## config.mk

```make
export PLATFORM = sky130hd
export DESIGN_NAME = touch_packet_decoder
export DESIGN_NICKNAME = d
export VERILOG_FILES = /design/src/rtl/tpd_pkg.sv /design/src/rtl/tpd_front.sv /design/src/rtl/tpd_queue.sv /design/src/rtl/tpd_back.sv /design/src/rtl/touch_packet_decoder.sv
export SDC_FILE = /design/constraint.sdc
export NUM_CORES = 1
export LEC_CHECK = 0
export BUFFER_PORTS_ARGS = -buffer_cell sky130_fd_sc_hd__buf_2
export CORE_MARGIN = 4
export CORE_UTILIZATION = 25
export CTS_CLUSTER_SIZE = 28
export DETAILED_ROUTE_END_ITERATION = 12
export PLACE_DENSITY_LB_ADDON = 0.05
export REMOVE_ABC_BUFFERS = 1
export SETUP_SLACK_MARGIN = 0.1
export SLEW_MARGIN = 20
export SYNTH_ARGS = -nofsm -noshare
export SYNTH_HDL_FRONTEND = slang
export SYNTH_SLANG_ARGS = --single-unit
```

## constraint.sdc

```tcl
create_clock -name aclk -period 7.5 [get_ports aclk]
set_clock_uncertainty 0.2 [all_clocks]
set_input_delay 2.25 -clock aclk [delete_from_list [all_inputs] [get_ports aclk]]
set_output_delay 2.25 -clock aclk [all_outputs]
set_load 0.01 [all_outputs]
```

## src/rtl/tpd_pkg.sv

```systemverilog
package tpd_pkg;

    // Packet framing
    localparam logic [2:0] POS_START = 3'd0;
    localparam logic [2:0] POS_LAST  = 3'd6;
    localparam int         MARK_BIT  = 7;
    localparam int         SYNC_BIT  = 4;

    // Scaling: x = rawB * 1200 / 8192, y = 825 - rawA * 825 / 6144 = 825 - rawA * 275 / 2048
    localparam int X_PROD_W = 27;
    localparam int Y_PROD_W = 25;
    localparam logic [X_PROD_W-1:0] X_SCALE = X_PROD_W'(1200);
    localparam logic [Y_PROD_W-1:0] Y_SCALE = Y_PROD_W'(275);
    localparam int X_SHIFT = 13;
    localparam int Y_SHIFT = 11;
    localparam logic [14:0] Y_OFFSET = 15'd825;

    // Decoupling queue between the front and back parts
    localparam int QDEPTH = 2;
    localparam int QPTR_W = $clog2(QDEPTH);
    localparam int QCNT_W = $clog2(QDEPTH + 1);

    // One unpacked packet waiting for scaling
    typedef struct packed {
        logic [15:0] raw_a;
        logic [15:0] raw_b;
        logic [9:0]  press;
    } pkt_t;

endpackage

```

## src/rtl/tpd_front.sv

```systemverilog
module tpd_front (
    input  logic             aclk,
    input  logic             aresetn,
    input  logic             in_accept,
    input  logic [7:0]       rx_byte,
    output logic             push,
    output tpd_pkg::pkt_t    push_data
);
    import tpd_pkg::*;

    logic [2:0] pos_reg, pos_next;
    logic       bad_reg, bad_next;
    logic [7:0] byte_reg [1:5];
    logic       is_last;

    // Positions of six or more all count as the final byte.
    assign is_last = (pos_reg >= POS_LAST);

    // Position and bad-marker tracking.
    always_comb begin
        pos_next = pos_reg;
        bad_next = bad_reg;
        if (in_accept) begin
            if (pos_reg == POS_START) begin
                if (rx_byte[MARK_BIT] && !rx_byte[SYNC_BIT]) begin
                    pos_next = 3'd1;
                    bad_next = 1'b0;
                end
            end else if (is_last) begin
                pos_next = POS_START;
            end else begin
                pos_next = pos_reg + 3'd1;
                bad_next = bad_reg | rx_byte[MARK_BIT];
            end
        end
    end

    always_ff @(posedge aclk) begin
        if (!aresetn) begin
            pos_reg <= POS_START;
            bad_reg <= 1'b0;
        end else begin
            pos_reg <= pos_next;
            bad_reg <= bad_next;
        end
    end

    // Byte store for positions one to five; the final byte is used live.
    always_ff @(posedge aclk) begin
        for (int i = 1; i <= 5; i++) begin
            if (in_accept && pos_reg == 3'(i)) begin
                byte_reg[i] <= rx_byte;
            end
        end
    end

    // A clean packet is unpacked and handed to the queue on its final byte.
    assign push = in_accept && is_last && !bad_reg && !rx_byte[MARK_BIT];
    assign push_data.raw_a = {byte_reg[1][6:0], byte_reg[2][6:0], rx_byte[6:5]};
    assign push_data.raw_b = {byte_reg[3][6:0], byte_reg[4][6:0], rx_byte[4:3]};
    assign push_data.press = {rx_byte[2:0], byte_reg[5][6:0]};

endmodule

```

## src/rtl/tpd_queue.sv

```systemverilog
module tpd_queue (
    input  logic             aclk,
    input  logic             aresetn,
    input  logic             push,
    input  tpd_pkg::pkt_t    push_data,
    input  logic             pop,
    output logic             full,
    output logic             not_empty,
    output tpd_pkg::pkt_t    pop_data
);
    import tpd_pkg::*;

    pkt_t              mem_reg [QDEPTH];
    logic [QPTR_W-1:0] wr_ptr_reg, rd_ptr_reg;
    logic [QCNT_W-1:0] count_reg, count_next;

    assign full      = (count_reg == QCNT_W'(QDEPTH));
    assign not_empty = (count_reg != '0);
    assign pop_data  = mem_reg[rd_ptr_reg];

    // Occupancy follows pushes and pops.
    always_comb begin
        count_next = count_reg;
        if (push && !pop) begin
            count_next = count_reg + QCNT_W'(1);
        end else if (pop && !push) begin
            count_next = count_reg - QCNT_W'(1);
        end
    end

    always_ff @(posedge aclk) begin
        if (!aresetn) begin
            wr_ptr_reg <= '0;
            rd_ptr_reg <= '0;
            count_reg  <= '0;
        end else begin
            count_reg <= count_next;
            if (push) begin
                wr_ptr_reg <= (wr_ptr_reg == QPTR_W'(QDEPTH - 1)) ? '0 : wr_ptr_reg + QPTR_W'(1);
            end
            if (pop) begin
                rd_ptr_reg <= (rd_ptr_reg == QPTR_W'(QDEPTH - 1)) ? '0 : rd_ptr_reg + QPTR_W'(1);
            end
        end
    end

    // Entry storage.
    always_ff @(posedge aclk) begin
        if (push) begin
            mem_reg[wr_ptr_reg] <= push_data;
        end
    end

    // A push never lands on a full queue and a pop never drains an empty one.
    a_no_overflow: assert property (@(posedge aclk) disable iff (!aresetn)
        push |-> !full) else $error("queue overflow");
    a_no_underflow: assert property (@(posedge aclk) disable iff (!aresetn)
        pop |-> not_empty) else $error("queue underflow");
    // Occupancy stays within the depth.
    a_count_range: assert property (@(posedge aclk) disable iff (!aresetn)
        count_reg <= QCNT_W'(QDEPTH)) else $error("queue count out of range");

endmodule

```

## src/rtl/tpd_back.sv

```systemverilog
module tpd_back (
    input  logic                aclk,
    input  logic                aresetn,
    input  logic                q_not_empty,
    input  tpd_pkg::pkt_t       q_data,
    output logic                pop,
    output logic                m_valid,
    input  logic                m_ready,
    output logic [13:0]         m_report_x,
    output logic signed [13:0]  m_report_y,
    output logic [9:0]          m_pressure,
    output logic                m_touching
);
    import tpd_pkg::*;

    logic                valid_reg;
    logic [X_PROD_W-1:0] x_prod;
    logic [Y_PROD_W-1:0] y_prod;
    logic [13:0]         y_quot;
    logic [14:0]         y_diff;
    logic [13:0]         x_reg;
    logic [13:0]         y_reg;
    logic [9:0]          press_reg;

    // Take the next packet whenever the output register is free or being emptied.
    assign pop = q_not_empty && (!valid_reg || m_ready);

    // Constant scaling, one multiplier per coordinate.
    assign x_prod = X_PROD_W'(q_data.raw_b) * X_SCALE;
    assign y_prod = Y_PROD_W'(q_data.raw_a) * Y_SCALE;
    assign y_quot = y_prod[Y_PROD_W-1:Y_SHIFT];
    assign y_diff = Y_OFFSET - {1'b0, y_quot};

    always_ff @(posedge aclk) begin
        if (!aresetn) begin
            valid_reg <= 1'b0;
        end else if (pop) begin
            valid_reg <= 1'b1;
        end else if (m_ready) begin
            valid_reg <= 1'b0;
        end
    end

    // Output payload register.
    always_ff @(posedge aclk) begin
        if (pop) begin
            x_reg     <= x_prod[X_PROD_W-1:X_SHIFT];
            y_reg     <= y_diff[13:0];
            press_reg <= q_data.press;
        end
    end

    assign m_valid    = valid_reg;
    assign m_report_x = x_reg;
    assign m_report_y = signed'(y_reg);
    assign m_pressure = press_reg;
    assign m_touching = (press_reg != '0);

endmodule

```

## src/rtl/touch_packet_decoder.sv

```systemverilog
// Touch packet decoder: takes one serial byte per item and assembles 7-byte digitizer
// packets that open on a byte with bit 7 set and bit 4 clear; for each clean packet
// (no bit 7 in the six following bytes) it emits one report with scaled X, signed Y,
// 10-bit pressure and a touch flag. A byte is taken every cycle; s_ready drops only
// when two finished reports sit in the internal queue while the output is stalled.
// A report is written into the two-entry queue when its final byte is accepted and is
// then scaled into the output register as it leaves the queue, which raises m_valid;
// while the output is stalled the report waits in the queue.
module touch_packet_decoder (
    input  logic                aclk,
    input  logic                aresetn,
    input  logic                s_valid,
    output logic                s_ready,
    input  logic [7:0]          s_rx_byte,
    output logic                m_valid,
    input  logic                m_ready,
    output logic [13:0]         m_report_x,
    output logic signed [13:0]  m_report_y,
    output logic [9:0]          m_pressure,
    output logic                m_touching
);
    import tpd_pkg::*;

    logic in_accept;
    logic push, pop, q_full, q_not_empty;
    pkt_t push_data, pop_data;

    assign s_ready   = !q_full;
    assign in_accept = s_valid && s_ready;

    // Framing and unpacking.
    tpd_front u_front (
        .aclk      (aclk),
        .aresetn   (aresetn),
        .in_accept (in_accept),
        .rx_byte   (s_rx_byte),
        .push      (push),
        .push_data (push_data)
    );

    // Queue between framing and scaling.
    tpd_queue u_queue (
        .aclk      (aclk),
        .aresetn   (aresetn),
        .push      (push),
        .push_data (push_data),
        .pop       (pop),
        .full      (q_full),
        .not_empty (q_not_empty),
        .pop_data  (pop_data)
    );

    // Scaling and the output register.
    tpd_back u_back (
        .aclk        (aclk),
        .aresetn     (aresetn),
        .q_not_empty (q_not_empty),
        .q_data      (pop_data),
        .pop         (pop),
        .m_valid     (m_valid),
        .m_ready     (m_ready),
        .m_report_x  (m_report_x),
        .m_report_y  (m_report_y),
        .m_pressure  (m_pressure),
        .m_touching  (m_touching)
    );

endmodule
```

# Word-level counts from Yosys, hierarchy flattened
# Memories as Yosys holds them, arrays and structs flattened. A register that Yosys moved wholly into a read port is not among the register bits.
# Cells that the tools add are included.
# word_totals
reg_bits	47
mem_bits_rw	124
input_bits	12
out_inout_bits	41
elab_cells	99
mem_count	2
# mem_list
memory	depth	word_bits	rd	rd_ports_with_merged_regs	wr	line	text
u_queue.mem_reg	2	42	1	1	1	tpd_queue.sv:13	pkt_t mem_reg [QDEPTH];
u_front.byte_reg	5	8	5	0	1	tpd_front.sv:13	logic [7:0] byte_reg [1:5];
# classes
addsub	6
multipliers	2
order_cmp	1
eq_ne	8
mux	38
bitwise_logic	1
n_reduce_logical	32
# ops
operator	count
$mux 8	4
$reduce_or 8->1	4
$mul 16x9->25 const B	1
$mux 1	25
$mul 16x7->23 const B	1
$mux 3	7
$sub 10x14->14 const A	1
$logic_and 1x1->1	13
$reduce_bool 10->1	1
$logic_not 1->1	7
$eq 3x2->1 const B	2
$eq 3x3->1 const B	2
$reduce_bool 2->1	3
$mux 2	2
$ne 2x2->1 const B	2
$add 3x1->3 const B	1
$eq 3x1->1 const B	1
$ge 3x3->1 const B	1
$logic_not 3->1	1
$reduce_and 3->1	1
$add 1x1->1 const B	2
$add 2x1->2 const B	1
$eq 2x2->1 const B	1
$reduce_and 2->1	1
3 further kinds	3

# Depth between registers and ports, before layout
# Gate-level depths: netlist of the first run.
# depth
word_depth	11
mapped_depth	22

# By module
# A second synthesis of the first run with hierarchy kept.
# unflattened
cells_unflattened	794
area_unflattened_um2	10252.3
# modules_own_cells
mod	instances	cells_per_inst	area_per_inst_um2	seq_area_each_um2
tpd_back	1	556	5542.8	1161.1
tpd_queue	1	153	3251.9	2622.5
tpd_front	1	83	1447.6	1131.1
touch_packet_decoder	1	2	10.0	0.0

# Least setup slack after synthesis of the first run
# No wires, ideal clock.
# synth_path
kind	flip-flop to flip-flop
start	reg with a tool-made name
end	reg u_back.y_reg[11], in the netlist u_back.m_report_y[11] (data pin)
arrival_ns	5.820
t_required_ns	7.041
setup_slack_ns	1.220
path_stages_with_launch	22
cell_sequence	dfxtp_1 clkbuf_1 buf_1 mux2_2 ha_1 ha_1 inv_1 fa_1 fa_1 inv_1 ha_1 a211o_1 a2111oi_4 a21oi_1 a21oi_1 xor2_1 ha_1 or4_1 o221ai_2 a22oi_1 o221ai_2 xnor2_1
# synth_lines
item	line	text
end signal: assignment	tpd_back.sv:48	y_reg <= y_diff[13:0];
end: declaration	tpd_back.sv:22	logic [13:0] y_reg;

==> flow_summary.json, run 1 <==
{
  "die_y_um": 208,
  "hold_class": "reg -> reg",
  "synth_edf_count": 157,
  "min_period_ns": 6.43,
  "rsz0062_at_grt": "false",
  "worstMarginPinSlew_ns": 0.639,
  "crit_family": "adder cells",
  "synthDistinctLibCells": 57,
  "fmax_mhz": 156,
  "cp_num_buf_inv": 3,
  "r2r-end": "u_back.m_report_y[13]",
  "fin_setup_tns_ns": 0,
  "gp_congestion": 0.722,
  "rows": 73,
  "dr.first_iter.drc_count": 200,
  "fill_cells": 4086,
  "synth_common_cells": "edfxtp_1, inv_1, ha_1",
  "post-route-util_pct": 29.0,
  "slew_violations": 0,
  "r2r_cells": 19,
  "synth_xor_area_share_pct": 3.20,
  "wl_met2_um": 9350,
  "io_buffers": 52,
  "max_stage_delay_ns": 0.62,
  "criticalPathCategory": "reg -> reg",
  "start_util_pct": 25.3,
  "wl_met3_um": 429,
  "synth-simple-area-share_pct": 4.58,
  "core_area_mm2": 0.0396,
  "syn-cell-area_mm2": 0.0100,
  "end_kind": "flop",
  "largest_reg_flops": 84,
  "status": "completed",
  "fin_area_mm2": 0.0115,
  "synth-compound-area-share_pct": 6.82,
  "root_buffer": "clkbuf_16",
  "synthCells": 758,
  "synthArstFlopShare_pct": 0,
  "overflow": 0,
  "dr.pass1.iters": 6,
  "wl_per_cell_um": 15.0,
  "crit_top_cell": "ha_1",
  "worstPathMaxFanout": 16,
  "ys.warnings.count": 0,
  "synth_area_leaders": "edfxtp_1, ha_1, fa_1",
  "crit_arrival_ns": 6.39,
  "cts_htree_levels": 4,
  "synthMuxAreaShare_pct": 4.76,
  "drc": 0,
  "synth_top_family_by_area": "adder cells",
  "cts_setup_buffers": 0,
  "top_layer_used": "met4",
  "fp.dieW_um": 208,
  "drt-total-wl_um": 20300,
  "cts_inserted_buffers": 17,
  "maxCapViolCount": 0,
  "synthFlopType": "edfxtp_1",
  "cts_buffer_depth": 2,
  "avgSynthCellArea_um2": 13.2,
  "worstPathRequired_ns": 7.46,
  "antenna_found_initial": 0,
  "cts_tree": "yes",
  "synth.most_common_cell": "edfxtp_1",
  "fin_crit_sh_pct": 85.7,
  "slowest_stage": "or4_1",
  "crit_chain": "buf_4 > mux2_2 > ha_1 > inv_1 > fa_1 > fa_1 > inv_1 > ha_1 > a211o_1 > a2111oi_4 > a21oi_1 > a21oi_1 > xor2_1 > ha_1 > or4_1 > o221ai_2 > and2_1 > o21ai_0 > a2bb2oi_1",
  "die_area_mm2": 0.0433,
  "synth_fa_ha_area_share_pct": 25.8,
  "path_clk_slew_ns": 0.07,
  "ctsHoldBuffers": 0,
  "viasPerCell": 4.13,
  "grt_max_degree": 43,
  "pin_count": 53,
  "cts_resized": 0,
  "slew_headroom_pct": 56.9,
  "grt_pass1_wl_um": 33500,
  "ys_seq_area_share_pct": 49.1,
  "clock_latency_ns": 0.43,
  "setup_violations": 0,
  "hold_viol_final": 0,
  "synth_top_area_share_pct": 47.1,
  "startpoint_type": "flop",
  "rrSetupSlack_ns": 1.07,
  "place_area_mm2": 0.0109,
  "num_vias": 5617,
  "dp_hpwl_um": 14800,
  "antenna_cells": 0,
  "crit_end": "u_back.m_report_y[13]",
  "crit_cells": 19,
  "drive_gt1_share_pct": 16.7,
  "grt_util_all_layers_pct": 9.90,
  "numClockSinks": 167,
  "antenna_left": 0,
  "synth_top_cell_by_area": "edfxtp_1",
  "fin_nets": 1014,
  "grt_pass1_vias": 6071,
  "ys_ff_latch": 167,
  "met1_length_um": 10200,
  "area_growth_pct": 14.9
}
## layer usage
metal	global-route usage, %	up-vias
met5	0	-
met4	3.44	0
met3	1.98	20
met2	15.9	52
met1	13.4	2755
li1	-	2790
## layout make-up
type                            count  area [um2]  share of cell area (%)
Sequential cell                   167        4920                    42.7
Multi-Input combinational cell    437        4540                    39.5
Tap cell                          525         657                    5.71
Inverter                          141         529                    4.60
Clock buffer                       17         425                    3.70
Timing Repair Buffer               57         298                    2.59
Clock inverter                     15         143                    1.24
## worst min-delay path by stage
stage / to / cells past startpoint / from / slack (ns)
3_5_place_dp: u_queue.mem_reg[0][13] / 0 / u_front.byte_reg[0][33] / 0.23
5_1_grt: u_queue.mem_reg[0][32] / 0 / u_front.byte_reg[0][20] / 0.26
2_1_floorplan: u_queue.mem_reg[0][0] / 0 / u_front.byte_reg[0][40] / 0.22
3_3_place_gp: u_queue.mem_reg[0][4] / 0 / u_front.byte_reg[0][44] / 0.22
6_report: u_queue.mem_reg[1][12] / 0 / u_front.byte_reg[0][32] / 0.24
4_1_cts: u_queue.mem_reg[0][13] / 0 / u_front.byte_reg[0][33] / 0.25
## worst reg2reg max path: cells and delay by family, from the launching register on
family          cells  cell delay, ns
compound gates      7            1.77
xor+xnor            1            0.09
fa+ha+maj           5            1.86
buf+inv             3            0.41
flops               1            0.59
mux                 1            0.42
simple gates        2            0.81
## placed cells by master, fill, tap and decap left out, drive strengths merged, types with 3 or more instances in the layout
cell and count:
edfxtp 157, inv 146, ha 138, buf 57, fa 43, mux2 37
xnor2 24, a21oi 22, nor2 22, clkbuf 17, nand2 16, o21ai 12
xor2 10, and2 10, dfxtp 10, nand3 9, a21o 9, nor2b 7
o21a 7, and3 7, clkinv 7, mux2i 6, a211oi 6, nand4 4
a211o 4, nor3 4, nand2b 3, a41oi 3, clkinvlp 3
## per-stage QoR
stage               hold slack (ns)  instances  setup slack, ns
floorplan                     0.221        745            0.807
CTS                           0.247       1359             1.01
detailed placement            0.231       1327             1.06
global route                  0.258       1359            0.644
finish                        0.244       1359             1.07
global placement              0.224       1327             1.06
## cells by family (layout without fill, tap and decap cells)
kind of cell	after synthesis	count (layout)
DFF	167	167
muxes	43	43
AOI/OAI and AO/OA	88	88
and+or+nand+nor	90	90
buffers and inverters	154	230
adders and majority gates	181	181
xor gates and xnor gates	35	35
Power of run 1 is not shown: default switching activity piles up to over one toggle a cycle in this logic, so the estimate is an artifact.
==> run 2, diff against run 1 <==
--- a/config.mk
+++ b/config.mk
@@ -16,4 +16,5 @@
 export SLEW_MARGIN = 20
 export SYNTH_ARGS = -nofsm -noshare
 export SYNTH_HDL_FRONTEND = slang
+export SYNTH_HIERARCHICAL = 1
 export SYNTH_SLANG_ARGS = --single-unit
==> run 2 against run 1 <==
Sequential share of layout area fell by 0.74 points. Die area rose by 2.2%. Clock-buffer cell count did not move. Worst setup slack improved by 0.45 ns. Fmax rose by 7.6%. Sequential cell count did not move. Register-to-register slack improved by 0.45 ns. Critical path depth fell by 1.
==> flow_summary.json, run 2 <==
{
  "worstMarginPinSlew_ns": 0.780,
  "wl_met2_um": 10100,
  "grt_max_degree": 41,
  "syn-cell-area_mm2": 0.0103,
  "hold_class": "reg -> reg",
  "multiInputGateArea_mm2": 0.00470,
  "wl_met3_um": 475,
  "largest_reg_flops": 84,
  "place_ws_ns": 1.51,
  "criticalPathCategory": "reg -> reg",
  "setup_ws_ns": 1.53,
  "synth_edf_count": 157,
  "slew_headroom_pct": 47.5,
  "start_util_pct": 25.6,
  "setup_violations": 0,
  "place_area_mm2": 0.0111,
  "overflow": 0,
  "area_growth_pct": 14.3,
  "num_vias": 5827,
  "worstPathMaxFanout": 25,
  "min_period_ns": 5.97,
  "dr.first_iter.drc_count": 179,
  "synthDistinctLibCells": 69,
  "seq_area_mm2": 0.00492,
  "synth_top_family_by_area": "adder cells",
  "whs_path_depth": 0,
  "synthCells": 794,
  "slew_violations": 0,
  "fin_setup_tns_ns": 0,
  "drc": 0,
  "ys.warnings.count": 6,
  "r2r_cells": 18,
  "synth_top_area_share_pct": 46.0,
  "drive_gt1_share_pct": 18.0,
  "root_buffer": "clkbuf_16",
  "numClockSinks": 167,
  "wl_per_cell_um": 15.1,
  "layout_common_cells": "edfxtp_1, inv_1, ha_1",
  "cts_setup_buffers": 0,
  "met1_length_um": 9990,
  "io_buffers": 52,
  "maxCapViolCount": 0,
  "cts_inserted_buffers": 17,
  "synth_xor_area_share_pct": 2.82,
  "synth-simple-area-share_pct": 6.48,
  "synth_fa_ha_area_share_pct": 25.2,
  "avgSynthCellArea_um2": 12.9,
  "finalNonFillerCells": 1390,
  "ys_seq_area_share_pct": 47.9,
  "antenna_cells": 0,
  "antenna_left": 0,
  "clock_latency_ns": 0.43,
  "dr.pass1.iters": 4,
  "ctsHoldBuffers": 0,
  "dp_cells": 1358,
  "fin_area_mm2": 0.0117,
  "final_common_cell": "edfxtp_1",
  "grt_util_all_layers_pct": 10.1,
  "antenna_found_initial": 0,
  "synth-compound-area-share_pct": 6.22,
  "fill_cells": 4061,
  "viasPerCell": 4.19,
  "drt-total-wl_um": 20900,
  "rsz0062_at_grt": "false",
  "worstPathRequired_ns": 7.48,
  "gp_congestion": 0.736,
  "synth_area_leaders": "edfxtp_1, ha_1, fa_1",
  "die_y_um": 211,
  "pin_count": 53,
  "synthMuxAreaShare_pct": 4.92,
  "rrSetupSlack_ns": 1.53,
  "synth_common_cells": "edfxtp_1, inv_1, ha_1",
  "cts_tree": "yes",
  "synth.most_common_cell": "edfxtp_1",
  "end_kind": "flop",
  "dp_hpwl_um": 15600,
  "top_layer_used": "met4",
  "cts_buffer_depth": 2,
  "path_clk_slew_ns": 0.08,
  "synth_top_cell_by_area": "edfxtp_1",
  "fin_crit_sh_pct": 79.6,
  "fp.dieW_um": 211,
  "rows": 73,
  "startpoint_type": "flop",
  "ys_ff_latch": 167,
  "grt_pass1_vias": 6463,
  "fin_nets": 1045,
  "synthArstFlopShare_pct": 0,
  "fmax_mhz": 167,
  "hold_viol_final": 0,
  "grt_pass1_wl_um": 34900,
  "crit_arrival_ns": 5.95,
  "cts_resized": 0,
  "synthFlopType": "edfxtp_1",
  "cts_htree_levels": 4,
  "die_area_mm2": 0.0443,
  "status": "completed",
  "core_area_mm2": 0.0401
}
==> run 2: area by class of cell <==
cell class | count | area share (%)
clock buffer | 17 | 3.63
clock inverter | 15 | 1.54
inverter | 140 | 4.49
multi-input combinational | 469 | 40.1
sequential | 167 | 42.0
tap | 525 | 5.61
timing repair buffer | 57 | 2.65
==> run 2: path summary, 6_finish.rpt <==
path	startpoint	endpoint
worst min-delay path	u_front/byte_reg[0][2]	u_queue/mem_reg[1][37]
worst min register to register	u_front/byte_reg[0][2]	u_queue/mem_reg[1][37]
worst max-delay path	flop	u_back/m_report_y[13]
worst max register to register	flop	u_back/m_report_y[13]
==> run 2: critical path, stage by stage, from the launching register on <==
cell and delay, ns:
dfxtp_2 0.42, buf_12 0.22, mux2_2 0.40, ha_1 0.31, ha_1 0.31, fa_1 0.48
inv_1 0.06, fa_1 0.54, inv_1 0.04, ha_1 0.38, a2111oi_0 0.46, nor3_1 0.12
o22a_2 0.28, o311ai_0 0.64, o211ai_1 0.24, nand3_1 0.17, a41o_1 0.25, o21a_1 0.14
nor3_1 0.05
==> run 2: cells by family (layout without fill, tap and decap cells) <==
logic type | after synthesis | after routing
fa+ha+maj | 181 | 181
flops | 167 | 167
buf+inv | 158 | 229
simple gates | 119 | 119
compound gates | 91 | 91
mux | 45 | 45
xor+xnor | 33 | 33
==> run 2: stage by stage <==
step	utilization, %	hold WS [ns]
global route	29.2	0.251
global placement	27.7	0.223
finish	29.2	0.238
CTS	29.2	0.239
floorplan	-	0.221
detailed placement	27.7	0.232
==> run 2: metal layers <==
metal | track usage (%) | up-vias
met5 | 0 | -
met4 | 3.35 | 0
met3 | 1.89 | 14
met2 | 17.0 | 63
met1 | 13.1 | 2839
li1 | - | 2911
Power of run 2 is left out for the same reason.
==> run 3, diff against run 2 <==
--- a/config.mk
+++ b/config.mk
@@ -5,6 +5,7 @@
 export SDC_FILE = /design/constraint.sdc
 export NUM_CORES = 1
 export LEC_CHECK = 0
+export ABC_AREA = 1
 export BUFFER_PORTS_ARGS = -buffer_cell sky130_fd_sc_hd__buf_2
 export CORE_MARGIN = 4
 export CORE_UTILIZATION = 25
==> constraint.sdc (replaced) <==
create_clock -name aclk -period 5.7 [get_ports aclk]
set_clock_uncertainty 0.2 [all_clocks]
set_input_delay 1.71 -clock aclk [delete_from_list [all_inputs] [get_ports aclk]]
set_output_delay 1.71 -clock aclk [all_outputs]
set_load 0.01 [all_outputs]
==> run 3 against run 2 <==
Non-clock buffer count increased by 2. Worst hold slack better by 0.0045 ns. Critical path depth is 5 higher. Sequential share of layout area decreased by 2.8 points. Via count increased by 12%. Final area rose by 7.2%. Register-to-register slack got worse by 0.92 ns. Routed wire length increased by 13%. Die area up 7.1%. Fmax up 17%. Synthesized cell count rose by 24%. Worst setup slack worse by 0.92 ns. Critical path type unchanged. Largest cell class is now multi-input gates. Highest routed layer unchanged.
==> flow_summary.json, run 3 <==
{
  "status": "completed",
  "synthFlopType": "edfxtp_1",
  "worstMarginPinSlew_ns": 0.812,
  "synth_area_leaders": "edfxtp_1, ha_1, fa_1",
  "synthArstFlopShare_pct": 0,
  "core_area_mm2": 0.0433,
  "dp_cells": 1617,
  "largest_reg_flops": 84,
  "avgSynthCellArea_um2": 11.2,
  "cts_htree_levels": 4,
  "fin_nets": 1244,
  "dr.first_iter.drc_count": 244,
  "die_y_um": 218,
  "antenna_cells": 0,
  "slew_violations": 0,
  "synthDistinctLibCells": 42,
  "drc": 0,
  "ctsHoldBuffers": 0,
  "clock_latency_ns": 0.47,
  "worstPathMaxFanout": 13,
  "viasPerCell": 3.97,
  "crit_arrival_ns": 5.11,
  "synth_xor_area_share_pct": 1.84,
  "area_growth_pct": 14.0,
  "synth_common_cells": "inv_1, nand2_1, edfxtp_1",
  "synthMuxAreaShare_pct": 5.66,
  "ys_seq_area_share_pct": 44.6,
  "slew_headroom_pct": 45.7,
  "fill_cells": 4511,
  "hold_class": "reg -> reg",
  "synth_fa_ha_area_share_pct": 23.5,
  "criticalPathCategory": "reg -> reg",
  "min_period_ns": 5.09,
  "cts_resized": 0,
  "drive_gt1_share_pct": 17.4,
  "antenna_found_initial": 0,
  "cts_tree": "yes",
  "fin_area_mm2": 0.0126,
  "fin_crit_sh_pct": 89.3,
  "wl_per_cell_um": 14.3,
  "fp.dieW_um": 218,
  "pin_count": 53,
  "grt_pass1_vias": 6760,
  "drt-total-wl_um": 23600,
  "numClockSinks": 167,
  "antenna_left": 0,
  "io_buffers": 52,
  "synth_top_family_by_area": "adder cells",
  "fin_setup_tns_ns": 0,
  "cts_buffer_depth": 2,
  "finalNonFillerCells": 1649,
  "rows": 76,
  "root_buffer": "clkbuf_16",
  "num_vias": 6543,
  "setup_violations": 0,
  "synth-compound-area-share_pct": 3.23,
  "grt_max_degree": 43,
  "ys_ff_latch": 167,
  "cts_inserted_buffers": 17,
  "dp_hpwl_um": 18300,
  "end_kind": "flop",
  "startpoint_type": "flop",
  "synth_edf_count": 157,
  "synth_top_cell_by_area": "edfxtp_1",
  "cts_setup_buffers": 0,
  "fmax_mhz": 197,
  "gp_congestion": 0.744,
  "die_area_mm2": 0.0475,
  "place_area_mm2": 0.0120,
  "grt_pass1_wl_um": 38000,
  "hold_viol_final": 0,
  "place_ws_ns": 0.564,
  "worstPathRequired_ns": 5.72,
  "rsz0062_at_grt": "false",
  "synth.most_common_cell": "inv_1",
  "overflow": 0,
  "grt_util_all_layers_pct": 10.5,
  "final_common_cell": "inv_1",
  "path_clk_slew_ns": 0.07,
  "setup_ws_ns": 0.612,
  "synthCells": 986,
  "layout_common_cells": "inv_1, nand2_1, edfxtp_1",
  "synth-simple-area-share_pct": 12.9,
  "start_util_pct": 25.5,
  "ys.warnings.count": 6,
  "syn-cell-area_mm2": 0.0110,
  "maxCapViolCount": 0,
  "synth_top_area_share_pct": 42.8,
  "dr.pass1.iters": 5
}
## run 3: cell types whose count changed in the layout (fill, tap and decap cells not counted), moves of 6 or more
| cell | change |
|---|---|
| mux2_2 | -41 |
| nor3_1 | -8 |
| nor2_1 | +26 |
| nand3_1 | +12 |
| nand2_1 | +144 |
| and2_1 | -7 |
| and3_1 | -6 |
| inv_1 | +56 |
| nand2_2 | +18 |
| mux2_4 | +40 |
| nor2_4 | +6 |
| nand2_4 | +10 |
| xnor2_1 | -14 |
## run 3: critical path, cell delays in order (launching register included)
cell      delay, ns
dfxtp_2        0.63
buf_4          0.26
mux2_4         0.35
ha_1           0.30
ha_1           0.29
inv_1          0.07
fa_1           0.43
fa_1           0.55
inv_1          0.04
ha_1           0.31
nand2_1        0.11
nor2_1         0.15
nand3_1        0.14
nand3_2        0.13
nand2_1        0.05
nand2_1        0.08
inv_1          0.05
ha_1           0.23
nor2_4         0.12
nand2_2        0.07
nand2_2        0.09
nand2_4        0.07
nand3b_1       0.08
nand2_1        0.05
## run 3: metrics by stage
stage,hold WS [ns],util [%]
after floorplan,0.221,-
after global placement,0.226,27.6
after detailed placement,0.229,27.6
after CTS,0.244,29.0
after global routing,0.252,29.0
final,0.242,29.0
## run 3: final cells by class
| cell class | count | area, um2 | share of cell area (%) |
|---|---|---|---|
| inverter | 201 | 754 | 6.01 |
| multi-input combinational | 605 | 5210 | 41.5 |
| sequential | 167 | 4920 | 39.2 |
| timing repair buffer | 59 | 338 | 2.69 |
| tap | 585 | 732 | 5.83 |
| clock inverter | 14 | 163 | 1.30 |
| clock buffer | 18 | 439 | 3.50 |
## run 3: path summary, 6_finish.rpt
| check | startpoint | to | slack [ns] | cells after the start |
|---|---|---|---|---|
| max reg2reg | flop | u_back/m_report_y[13] | 0.61 | 23 |
| max | flop | u_back/m_report_y[13] | 0.61 | 23 |
| min reg2reg | u_front/byte_reg[0][14] | u_queue/mem_reg[1][34] | 0.24 | 0 |
| min | u_front/byte_reg[0][14] | u_queue/mem_reg[1][34] | 0.24 | 0 |
## run 3: kinds of logic after synthesis
| family | after synthesis |
|---|---|
| simple gates | 298 |
| compound gates | 63 |
| mux | 42 |
| xor+xnor | 21 |
| flops | 167 |
| fa+ha+maj | 181 |
| buf+inv | 214 |
## run 3: layer usage
layer  track usage (%)  up-vias  share of wire [%]  routed length, um
met5                 0        -                  0                  0
met4              3.83        0                1.9                439
met3              2.62       24                2.9                676
met2              16.2       67                 44              10500
met1              14.5     3067                 51              12000
li1                  -     3385                  -                  -
Power of run 3 is left out for the same reason.
